--- config.mk ---
export PLATFORM = sky130hd
export DESIGN_NAME = ypcv_cordic
export DESIGN_NICKNAME = d
export VERILOG_FILES = /design/src/sv/yaw_pitch_camera_view_unit_defines.svh /design/src/sv/ypcv_pkg.sv /design/src/sv/ypcv_cordic.sv
export SDC_FILE = /design/constraint.sdc
export NUM_CORES = 1
export LEC_CHECK = 0
export BUFFER_PORTS_ARGS = -buffer_cell sky130_fd_sc_hd__buf_2
export CAP_MARGIN = 20
export CORE_UTILIZATION = 45
export DETAILED_ROUTE_END_ITERATION = 16
export PLACE_DENSITY = 0.72
export SYNTH_ARGS = -nofsm -noshare
export SYNTH_HDL_FRONTEND = slang
export SYNTH_SLANG_ARGS = --single-unit
--- constraint.sdc ---
create_clock -name clk -period 17.5 [get_ports clk]
set_clock_uncertainty 0.15 [all_clocks]
set_input_delay 2.625 -clock clk [delete_from_list [all_inputs] [get_ports clk]]
set_output_delay 2.625 -clock clk [all_outputs]
set_load 0.05 [all_outputs]
--- src/sv/yaw_pitch_camera_view_unit_defines.svh ---
// Assertion macros for the camera view unit.
// Expects clk and arst_n in the scope where a macro is used.
`ifndef YAW_PITCH_CAMERA_VIEW_UNIT_DEFINES_SVH
`define YAW_PITCH_CAMERA_VIEW_UNIT_DEFINES_SVH

// same-cycle implication
`define YPCV_ASSERT_NOW(lbl, ante, cons, msg) \
	lbl: assert property (@(posedge clk) disable iff (!arst_n) (ante) |-> (cons)) \
		else $error(msg);

// next-cycle implication
`define YPCV_ASSERT_NEXT(lbl, ante, cons, msg) \
	lbl: assert property (@(posedge clk) disable iff (!arst_n) (ante) |=> (cons)) \
		else $error(msg);

`endif

--- src/sv/ypcv_pkg.sv ---
// Shared types and constants for the camera view unit.
// No dependencies.
package ypcv_pkg;

	// angles in Q.16 degrees
	localparam int DEG89  = 5832704;
	localparam int DEG90  = 5898240;
	localparam int DEG180 = 11796480;
	localparam int DEG360 = 23592960;
	localparam int ANG_MAX = 33554431;
	localparam int ANG_MIN = -33554432;

	localparam logic REG_SENS = 1'b0;
	localparam logic REG_ZOOM = 1'b1;

	typedef enum logic [1:0] {
		FN_MOUSE  = 2'd0,
		FN_ZOOM   = 2'd1,
		FN_SETPOS = 2'd2,
		FN_SETROT = 2'd3
	} func_t;

	typedef enum logic [9:0] {
		S_IDLE  = 10'b0000000001,
		S_MOUSE = 10'b0000000010,
		S_ZOOM  = 10'b0000000100,
		S_CY0   = 10'b0000001000,
		S_CY1   = 10'b0000010000,
		S_CP0   = 10'b0000100000,
		S_CP1   = 10'b0001000000,
		S_VEC   = 10'b0010000000,
		S_DOT   = 10'b0100000000,
		S_FIN   = 10'b1000000000
	} state_t;

	typedef struct packed {
		logic               start;
		logic signed [25:0] angle;
	} cordic_req_t;

	typedef struct packed {
		logic               done;
		logic signed [31:0] cos_v;
		logic signed [31:0] sin_v;
	} cordic_rsp_t;

	// atan(2^-i) in Q.16 degrees
	function automatic logic [21:0] atan_deg(input logic [4:0] idx);
		logic [21:0] r;
		case (idx)
			5'd0:  r = 22'd2949120;
			5'd1:  r = 22'd1740967;
			5'd2:  r = 22'd919879;
			5'd3:  r = 22'd466945;
			5'd4:  r = 22'd234379;
			5'd5:  r = 22'd117304;
			5'd6:  r = 22'd58666;
			5'd7:  r = 22'd29335;
			5'd8:  r = 22'd14668;
			5'd9:  r = 22'd7334;
			5'd10: r = 22'd3667;
			5'd11: r = 22'd1833;
			5'd12: r = 22'd917;
			5'd13: r = 22'd458;
			5'd14: r = 22'd229;
			5'd15: r = 22'd115;
			5'd16: r = 22'd57;
			5'd17: r = 22'd29;
			5'd18: r = 22'd14;
			5'd19: r = 22'd7;
			5'd20: r = 22'd4;
			5'd21: r = 22'd2;
			5'd22: r = 22'd1;
			default: r = 22'd0;
		endcase
		return r;
	endfunction

endpackage

--- src/sv/ypcv_cordic.sv ---
// Iterative rotation-mode CORDIC in degrees, one micro-rotation per cycle.
// Depends on ypcv_pkg.
module ypcv_cordic #(
	parameter int STEPS = 16
) (
	input  logic                  clk,
	input  logic                  arst_n,
	input  ypcv_pkg::cordic_req_t req,
	output ypcv_pkg::cordic_rsp_t rsp
);
	import ypcv_pkg::*;

	localparam int IW = (STEPS > 1) ? $clog2(STEPS) : 1;
	localparam logic [IW-1:0] LAST = IW'(STEPS - 1);
	localparam logic signed [26:0] D90  = 27'(DEG90);
	localparam logic signed [26:0] D180 = 27'(DEG180);
	localparam logic signed [26:0] D360 = 27'(DEG360);

	logic               run_q, done_q, flip_q;
	logic [IW-1:0]      i_q;
	logic signed [33:0] x_q, y_q, dx, dy;
	logic signed [26:0] z_q, at_s;
	logic signed [26:0] a0, a1, a2, a3, a4, r;
	logic               fl;

	// reduce to [-90,90] with a sign flip
	always_comb begin
		a0 = 27'(req.angle);
		a1 = (a0 < 0) ? a0 + D360 : a0;
		a2 = (a1 < 0) ? a1 + D360 : a1;
		a3 = (a2 >= D360) ? a2 - D360 : a2;
		a4 = (a3 >= D180) ? a3 - D360 : a3;
		if (a4 > D90) begin
			r = a4 - D180;
			fl = 1'b1;
		end else if (a4 < -D90) begin
			r = a4 + D180;
			fl = 1'b1;
		end else begin
			r = a4;
			fl = 1'b0;
		end
	end

	assign dx = y_q >>> i_q;
	assign dy = x_q >>> i_q;
	assign at_s = 27'(atan_deg(5'(i_q)));

	always_ff @(posedge clk or negedge arst_n) begin
		if (!arst_n) begin
			run_q <= 1'b0;
			done_q <= 1'b0;
			i_q <= '0;
		end else begin
			done_q <= 1'b0;
			if (req.start) begin
				run_q <= 1'b1;
				i_q <= '0;
			end else if (run_q) begin
				if (i_q == LAST) begin
					run_q <= 1'b0;
					done_q <= 1'b1;
				end else begin
					i_q <= i_q + 1'b1;
				end
			end
		end
	end

	always_ff @(posedge clk) begin
		if (req.start) begin
			x_q <= 34'sd652032874;
			y_q <= '0;
			z_q <= r;
			flip_q <= fl;
		end else if (run_q) begin
			if (z_q >= 0) begin
				x_q <= x_q - dx;
				y_q <= y_q + dy;
				z_q <= z_q - at_s;
			end else begin
				x_q <= x_q + dx;
				y_q <= y_q - dy;
				z_q <= z_q + at_s;
			end
		end
	end

	assign rsp.done  = done_q;
	assign rsp.cos_v = 32'(flip_q ? -x_q : x_q);
	assign rsp.sin_v = 32'(flip_q ? -y_q : y_q);

endmodule

### Word level (Yosys, flattened, before mapping)

Memories as Yosys holds them, arrays and structs flattened.
Index checks and enable logic that the tools add are counted.

| word-level totals | value |
|---|---|
| register bits | 102 |
| memory bits (read-only) | 352 |
| output and inout port bits | 65 |
| memories kept | 1 |

| cells by class | value |
|---|---|
| eq/ne operators | 2 |
| $add $sub $neg | 15 |
| reductions and logical operators | 2 |
| multiplexer cells | 23 |
| shift-type cells | 2 |
| magnitude comparators | 7 |

Memory list:

| name | depth | width | rd ports | clocked after memory_dff | write ports | RTL line | RTL |
|---|---|---|---|---|---|---|---|
| (name not given) | 16 | 22 | 1 | 0 | 0 | ypcv_pkg.sv:50 | `case (idx)` |

Operator list:

| cell | number |
|---|---|
| 27-bit 2-to-1 mux | 9 |
| 34-bit adder | 2 |
| 34-bit 2-to-1 mux | 2 |
| 34-bit by 4-bit >>> shifter with 34-bit output | 2 |
| 34-bit subtractor | 2 |
| 32-bit 2-to-1 mux | 2 |
| 32-bit negator | 2 |
| 27-bit by 26-bit subtractor with 27-bit output (second input constant) | 2 |
| 26-bit by 26-bit adder with 27-bit output (second input constant) | 1 |
| 27-bit by 23-bit adder with 27-bit output | 1 |
| 27-bit by 25-bit adder with 27-bit output (second input constant) | 1 |
| 27-bit by 26-bit adder with 27-bit output (second input constant) | 1 |
| 27-bit by 1-bit >= comparator with 1-bit output (second input constant) | 1 |
| 27-bit by 25-bit >= comparator with 1-bit output (second input constant) | 1 |
| 27-bit by 26-bit >= comparator with 1-bit output (second input constant) | 1 |
| 27-bit by 24-bit > comparator with 1-bit output (second input constant) | 1 |
| 27-bit by 1-bit less-than comparator with 1-bit output (second input constant) | 1 |
| 27-bit by 24-bit less-than comparator with 1-bit output (second input constant) | 1 |
| 27-bit by 23-bit subtractor with 27-bit output | 1 |
| 27-bit by 25-bit subtractor with 27-bit output (second input constant) | 1 |
| 26-bit by 1-bit less-than comparator with 1-bit output (second input constant) | 1 |
| 4-bit 2-to-1 mux | 3 |
| 1-bit 2-to-1 mux | 7 |
| 4-bit by 1-bit adder with 4-bit output (second input constant) | 1 |
| 4 further kinds | 4 |

### Longest topological paths before layout

Gate-level depths: netlist of the first run.

| logic depth | value |
|---|---|
| depth in word-level cells | 12 |
| gate-level depth with buffers | 30 |

### Worst setup path after synthesis of the first run

Ideal clock, no wire load.

| timing path | value |
|---|---|
| path type | input-to-reg |
| start point | input req[19] (netlist bit) |
| end point | register z_q[23], data pin |
| path buffers | 1 |
| setup slack | 9.119 ns |
| stages on the path | 21 |
| data required time | 17.085 ns |
| arrival | 7.966 ns |
| cells stage by stage | ha_1 -> mux2_2 -> ha_1 -> mux2_2 -> inv_1 -> ha_1 -> or4_1 -> a31o_2 -> a31oi_4 -> xnor2_1 -> inv_1 -> ha_1 -> or2_2 -> a311o_1 -> buf_6 -> a21oi_4 -> mux2_2 -> a31oi_1 -> nand3_1 -> a41o_1 -> or3_1 |

| between the ends | value |
|---|---|
| longest elaborated chain between the ends | 12 |

Ends and longest elaborated chain:

| element | RTL line | RTL |
|---|---|---|
| from (decl) | ypcv_cordic.sv:8 | `input ypcv_pkg::cordic_req_t req,` |
| 26-bit by 26-bit adder with 27-bit output or 26-bit by 1-bit less-than comparator with 1-bit output (tied branches) | ypcv_cordic.sv:29 | `a1 = (a0 < 0) ? a0 + D360 : a0;` |
| 27-bit 2-to-1 mux (*) | ypcv_cordic.sv:29 |  |
| 27-bit by 26-bit adder with 27-bit output or 27-bit by 1-bit less-than comparator with 1-bit output (tied branches) | ypcv_cordic.sv:30 | `a2 = (a1 < 0) ? a1 + D360 : a1;` |
| 27-bit 2-to-1 mux (*) | ypcv_cordic.sv:30 |  |
| 27-bit by 26-bit subtractor with 27-bit output or 27-bit by 26-bit >= comparator with 1-bit output (tied branches) | ypcv_cordic.sv:31 | `a3 = (a2 >= D360) ? a2 - D360 : a2;` |
| 27-bit 2-to-1 mux (*) | ypcv_cordic.sv:31 |  |
| 27-bit by 26-bit subtractor with 27-bit output or 27-bit by 25-bit >= comparator with 1-bit output (tied branches) | ypcv_cordic.sv:32 | `a4 = (a3 >= D180) ? a3 - D360 : a3;` |
| 27-bit 2-to-1 mux (*) | ypcv_cordic.sv:32 |  |
| 27-bit by 25-bit adder with 27-bit output or 27-bit by 24-bit less-than comparator with 1-bit output (tied branches) | ypcv_cordic.sv:37, ypcv_cordic.sv:36 |  |
| 27-bit 2-to-1 mux | ypcv_cordic.sv:36 | `end else if (a4 < -D90) begin` |
| 27-bit 2-to-1 mux (*) | ypcv_cordic.sv:33 | `if (a4 > D90) begin` |
| 27-bit 2-to-1 mux (*) | ypcv_cordic.sv:71 | `if (req.start) begin` |
| to (signal assigned) | ypcv_cordic.sv:74 | `z_q <= r;` |
| to (signal assigned) | ypcv_cordic.sv:80 | `z_q <= z_q - at_s;` |
| to (signal assigned) | ypcv_cordic.sv:84 | `z_q <= z_q + at_s;` |
| to (decl) | ypcv_cordic.sv:22 | `logic signed [26:0] z_q, at_s;` |

Mark *: on every way between the ends. The rest lies on a longest branch, timed or not.
A chain may end at the register's enable or synchronous reset.

### Final worst setup path of the first run

Ends and elaborated chain as after synthesis.

==> flow_summary.ini, run 1 <==
[cells_and_area]
layout-drive-gt1-share_pct = 12.9
diodes = 0
fin_nets = 2137
final_common_cell = nand2_1
layout_common_cells = nand2_1 (207), xnor2_1 (163), nor2_1 (159), o21ai_0 (159), a21oi_1 (113)
area_growth_pct = 5.88
final_cells = 2454

[timing]
hold_viol = 0
slew_headroom_pct = 32.6
finalSetupViolations = 0
rsz0062_at_grt = false
min_period_ns = 8.79
timing.final.crit_share_pct = 50.3
worstMarginPinSlew_ns = 1.01
max_freq_mhz = 114
maxSlewViolCount = 0
setup_tns_ns = 0

[die]
die_x_um = 191
die_h_um = 191
ioPinCount = 94
fp-row-count = 68
core_area_um2 = 34800
dieArea_um2 = 36400
start_util_pct = 46.1

[global_routing]
gr-total-overflow = 0
track_usage_pct = 23.3
grt_max_degree = 75
antenna_found_initial = 1
grt_pass1_vias = 13900
grt_first_pass_wirelength_mm = 69.6

[placed_design]
dpl.cell_count = 2437
hpwl_mm = 32.7
io_buffers = 93
place_congestion = 0.900

[critical_path]
crit_path_max_fanout = 10
crit_required_ns = 17.46
r2r_setup_slack_ns = 9.80
arrival_ns = 8.76
worst_setup_path_end_kind = flip-flop
startpoint_type = primary input
critical_path_class = primary input to flip-flop

[clocking]
post-cts-setup-buffers = 0
cts.sinks = 102
numCtsBuffers = 9
cts_resized = 0
htree_levels = 3
clock_path_buffers = 2
cts_tree = yes
cts-root-buf = clkbuf_16
insertion_delay_ns = 0.37
clk_pin_slew_ns = 0.07
postCtsHoldBufs = 0

[synthesis]
ys_types = 94
ys_ff_latch = 102
synth_edf_count = 28
async_reset_ff_share_pct = 5.88
syn_inst = 1999
yosysSeqAreaShare_pct = 14.7
syn_area_per_cell_um2 = 8.02
syn_nets = 2142
ys_warn_count = 0
synth-main-ff-cell = dfxtp_1
syn-cell-area_um2 = 16000

[detailed_routing]
drtIter0Drc = 1094
routed_wl_mm = 42.5
routedWlPerCell_um = 17.3
ant_nets = 0
first_pass_iters = 6
via_per_inst = 6.13
route.vias.total = 15100
drc = 0

[run_status]
status = finished clean

[run]
max_cap_violations = 0

[worst_hold_path]
min_path_type = flip-flop to flip-flop
## path summary, 6_finish.rpt
| kind | start | to | cells past startpoint |
|---|---|---|---|
| worst max-delay path | req[19] | z_q[23] | 21 |
| min in group asynchronous | arst_n | i_q[0] | 1 |
| max in group asynchronous | arst_n | i_q[0] | 1 |
| worst min-delay path | x_q[0] | x_q[0] | 2 |
| worst max register to register | i_q[0] | z_q[26] | 23 |
| worst min register to register | x_q[0] | x_q[0] | 2 |
## metrics by stage
step / util, % / cell area (um2) / hold WS, ns / worst slack, ns
6_report: 48.8 / 17000 / 0.419 / 8.71
5_1_grt: 48.8 / 17000 / 0.457 / 8.40
4_1_cts: 48.7 / 16900 / 0.422 / 8.76
3_5_place_dp: 47.8 / 16600 / 0.412 / 8.39
3_3_place_gp: 47.8 / 16600 / 0.396 / 8.52
2_1_floorplan: - / 16000 / 0.359 / 9.12
## routing by layer
layer	track usage, %	vias to the layer above	wire length [um]	part of all wire (%)
li1	-	7359	-	-
met1	29.1	7204	18600	44
met2	41.5	406	21200	50
met3	2.67	81	1630	3.8
met4	7.66	2	1050	2.5
met5	0	-	10	0.024
## final cells by class
type | instances | area (um2)
clock inverters | 3 | 16.3
multi-input cells | 1717 | 12900
repair buffers | 106 | 586
flip-flops and latches | 102 | 2360
fillers | 3356 | 17800
well taps | 455 | 569
clock buffers | 13 | 282
inverters | 58 | 218
## kinds of logic (layout without fill, tap and decap cells)
family	Yosys count	after routing	share of synthesized area, %
AO/OA/AOI/OAI	546	546	22.5
flip-flops	102	102	14.7
adder cells (fa/ha/maj)	114	114	9.04
multiplexers	190	190	17.5
AND/OR/NAND/NOR	629	629	18.6
buffers and inverters	180	180	4.60
XOR/XNOR	238	238	13.1
## critical path, stage by stage
cell and delay [ns]:
buf_2 0.17, ha_1 0.32, mux2_2 0.28, ha_1 0.27, mux2_2 0.21, inv_1 0.10, ha_1 0.31, or4_1 0.60
a31o_2 0.31, a31oi_4 0.22, xnor2_1 0.32, inv_1 0.20, ha_1 0.25, or2_2 0.28, a311o_1 0.52, a21oi_4 0.33
mux2_2 0.44, a31oi_1 0.26, nand3_1 0.13, a41o_1 0.26, or3_1 0.34
## cells in the mapped netlist, types with 7 or more instances
cell type  number  area (um2)
inv_1          55         206
dfxtp_1        68        1360
ha_1          111        1390
clkbuf_1       80         300
a31oi_1        20         125
nand2b_1       38         238
o31ai_1        40         300
a21oi_1       113         566
a211oi_1       16         120
xor2_1         74         648
mux2_2         28         315
nor2_1        159         597
nor2b_1        16         100
or2_2          12        75.1
buf_2          11        55.1
xnor2_1       163        1430
nand2_1       207         777
o21ai_0       159         796
a22o_1          8        70.1
mux2i_1        92         921
o21bai_1       15         113
and3_1         19         119
buf_1          20        75.1
nand4_1        13        81.3
o31a_1          7        61.3
nand3b_1        8        60.1
o21a_1         17         128
nand3_1        46         230
nor4_1          7        43.8
a21boi_0       11        82.6
and2_1         13        81.3
o41ai_1         8        70.1
nor3_1         41         205
a21o_1         38         285
edfxtp_1       28         841
mux4_2         69        1550
o211ai_1       13        97.6
or3_1          18         113
or4_1          15         113
## flip-flops by register name, summed over array words and instances, names as in the netlist
signal / count
x_q: 34
z_q: 27
run_q: 1
done_q: 1
y_q: 34
i_q: 4
flip_q: 1
Power of run 1 is left out: the tool's default activity adds up to more than one toggle a clock period on the data nets, which glitch-free logic cannot reach.
==> run 2: changes to the inputs <==
clock period = 8.82 ns   (was 17.5 ns; I/O delays follow)
==> run 2 against run 1 <==
  * Worst hold slack better by 0.0052 ns
  * Wire length shrank 0.17%
  * Count of clock-buffer cells in the layout decreased by 3
  * Cell count hardly changed
  * Utilization about the same
  * Register-to-register slack got worse by 8.3 ns
  * Critical path type unchanged
  * Highest routed layer is now met4
==> flow_summary.ini, run 2 (same netlist as run 1, synthesis figures left out) <==
[run_status]
status = finished clean

[detailed_routing]
routed_wl_mm = 42.5
route.vias.total = 15000
via_per_inst = 6.12
drc = 0
first_pass_iters = 6
routedWlPerCell_um = 17.3
drtIter0Drc = 1259
ant_nets = 0

[clocking]
htree_levels = 3
numCtsBuffers = 9
clock_path_buffers = 2
clk_pin_slew_ns = 0.07
cts.sinks = 102
cts_resized = 0
insertion_delay_ns = 0.39
post-cts-setup-buffers = 0
cts_tree = yes
postCtsHoldBufs = 0
cts-root-buf = clkbuf_16

[worst_hold_path]
min_path_type = flip-flop to flip-flop
hold-path-cell-count = 2
min_from = x_q[0]
hold_end = x_q[0]

[global_routing]
grt_max_degree = 75
track_usage_pct = 23.5
grt_first_pass_wirelength_mm = 70.2
use_met2_pct = 41.2
use_met1_pct = 29.7
met3_usage_pct = 2.91
antenna_found_initial = 0
gr-total-overflow = 0
grt_busiest_layer = met2
grt_pass1_vias = 14100

[critical_path]
crit_cells = 21
cp_num_buf_inv = 3
critical_path.top_delay_family = compound AO/OA/AOI/OAI gates
arrival_ns = 7.36
critical_path_class = primary input to flip-flop
reg2reg_from = i_q[0]
worst_setup_path_end_kind = flip-flop
r2r_cells = 23
crit_required_ns = 8.79
critPathMaxStageDelay_ns = 0.59
startpoint_type = primary input
crit_path_max_fanout = 10
path_cells = buf_2, ha_1, mux2_2, ha_1, mux2_2, inv_1, ha_1, or4_1, a31o_2, a31oi_4, xnor2_1, inv_1, ha_1, or2_2, a311o_1, a21oi_4, mux2_2, a31oi_1, nand3_1, a41o_1, or3_1
r2r_setup_slack_ns = 1.51
timing.rr.end = z_q[26]
cpMostUsedCell = ha_1
cp_slowest_cell = or4_1

[cells_and_area]
reg_top3 = x_q x34, y_q x34, z_q x27
regArea_um2 = 2360
diodes = 0
area_growth_pct = 5.94
fin_nets = 2136
fin_area_um2 = 17000
layout-drive-gt1-share_pct = 12.8
multi_input_area_um2 = 12900
layout_common_cells = nand2_1 (207), xnor2_1 (163), nor2_1 (159), o21ai_0 (159), a21oi_1 (113)
final_common_cell = nand2_1
n_fill_cell = 3369

[timing]
maxSlewViolCount = 0
max_freq_mhz = 135
hold_viol = 0
finalSetupViolations = 0
min_period_ns = 7.39
timing.final.crit_share_pct = 83.8
setup_tns_ns = 0
worstMarginPinSlew_ns = 1.01
rsz0062_at_grt = false
slew_headroom_pct = 32.7
hold_slack_ns = 0.424

[run]
max_cap_violations = 0

[die]
dieArea_um2 = 36400
die_x_um = 191
fp-row-count = 68
core_area_um2 = 34800
die_h_um = 191
start_util_pct = 46.1
ioPinCount = 94

[placed_design]
hpwl_mm = 32.4
place_congestion = 0.899
io_buffers = 93
placed_area_um2 = 16600
run 2: cell count changes in the layout (fill, tap and decap cells not counted), sizes merged:
cell    delta
clkbuf     -3
bufinv     +2
buf        -1
clkinv     +1
run 2: worst max-delay path by stage:
stage,slack (ns),start,to
after floorplan,1.74,req[19],z_q[23]
after global placement,1.20,req[19],z_q[23]
after detailed placement,1.09,req[19],z_q[23]
after CTS,1.47,req[19],z_q[23]
after global routing,0.69,i_q[0],z_q[26]
final,1.43,req[19],z_q[23]
run 2: final cells by class:
| cell class | count | share of cell area, % |
|---|---|---|
| clock buffer | 10 | 1.35 |
| clock inverter | 6 | 0.508 |
| inverter | 58 | 1.28 |
| multi-input combinational | 1717 | 76.2 |
| sequential | 102 | 13.9 |
| tap | 455 | 3.35 |
| timing repair buffer | 105 | 3.40 |
run 2: per-stage QoR:
stage | util (%) | cells | worst slack, ns
after floorplan | - | 1999 | 1.74
after global placement | 47.8 | 2436 | 1.20
after detailed placement | 47.8 | 2436 | 1.09
after CTS | 48.7 | 2452 | 1.47
after global routing | 48.8 | 2453 | 0.690
final | 48.8 | 2453 | 1.43
run 2: routing by layer:
metal  vias up  routed length [um]
li1       7360                   -
met1      7150               18800
met2       427               20800
met3        67                1860
met4         0                 957
met5         -                   0
run 2: worst register-to-register path, delay by kind of cell (launching register included):
kind | cells | cell delay (ns)
xor gates and xnor gates | 1 | 0.17
muxes | 1 | 0.13
DFF | 1 | 0.86
adders and majority gates | 2 | 0.80
and+or+nand+nor | 5 | 1.07
buffers and inverters | 2 | 0.53
AOI/OAI and AO/OA | 12 | 3.44
Power of run 2 is left out for the same reason.
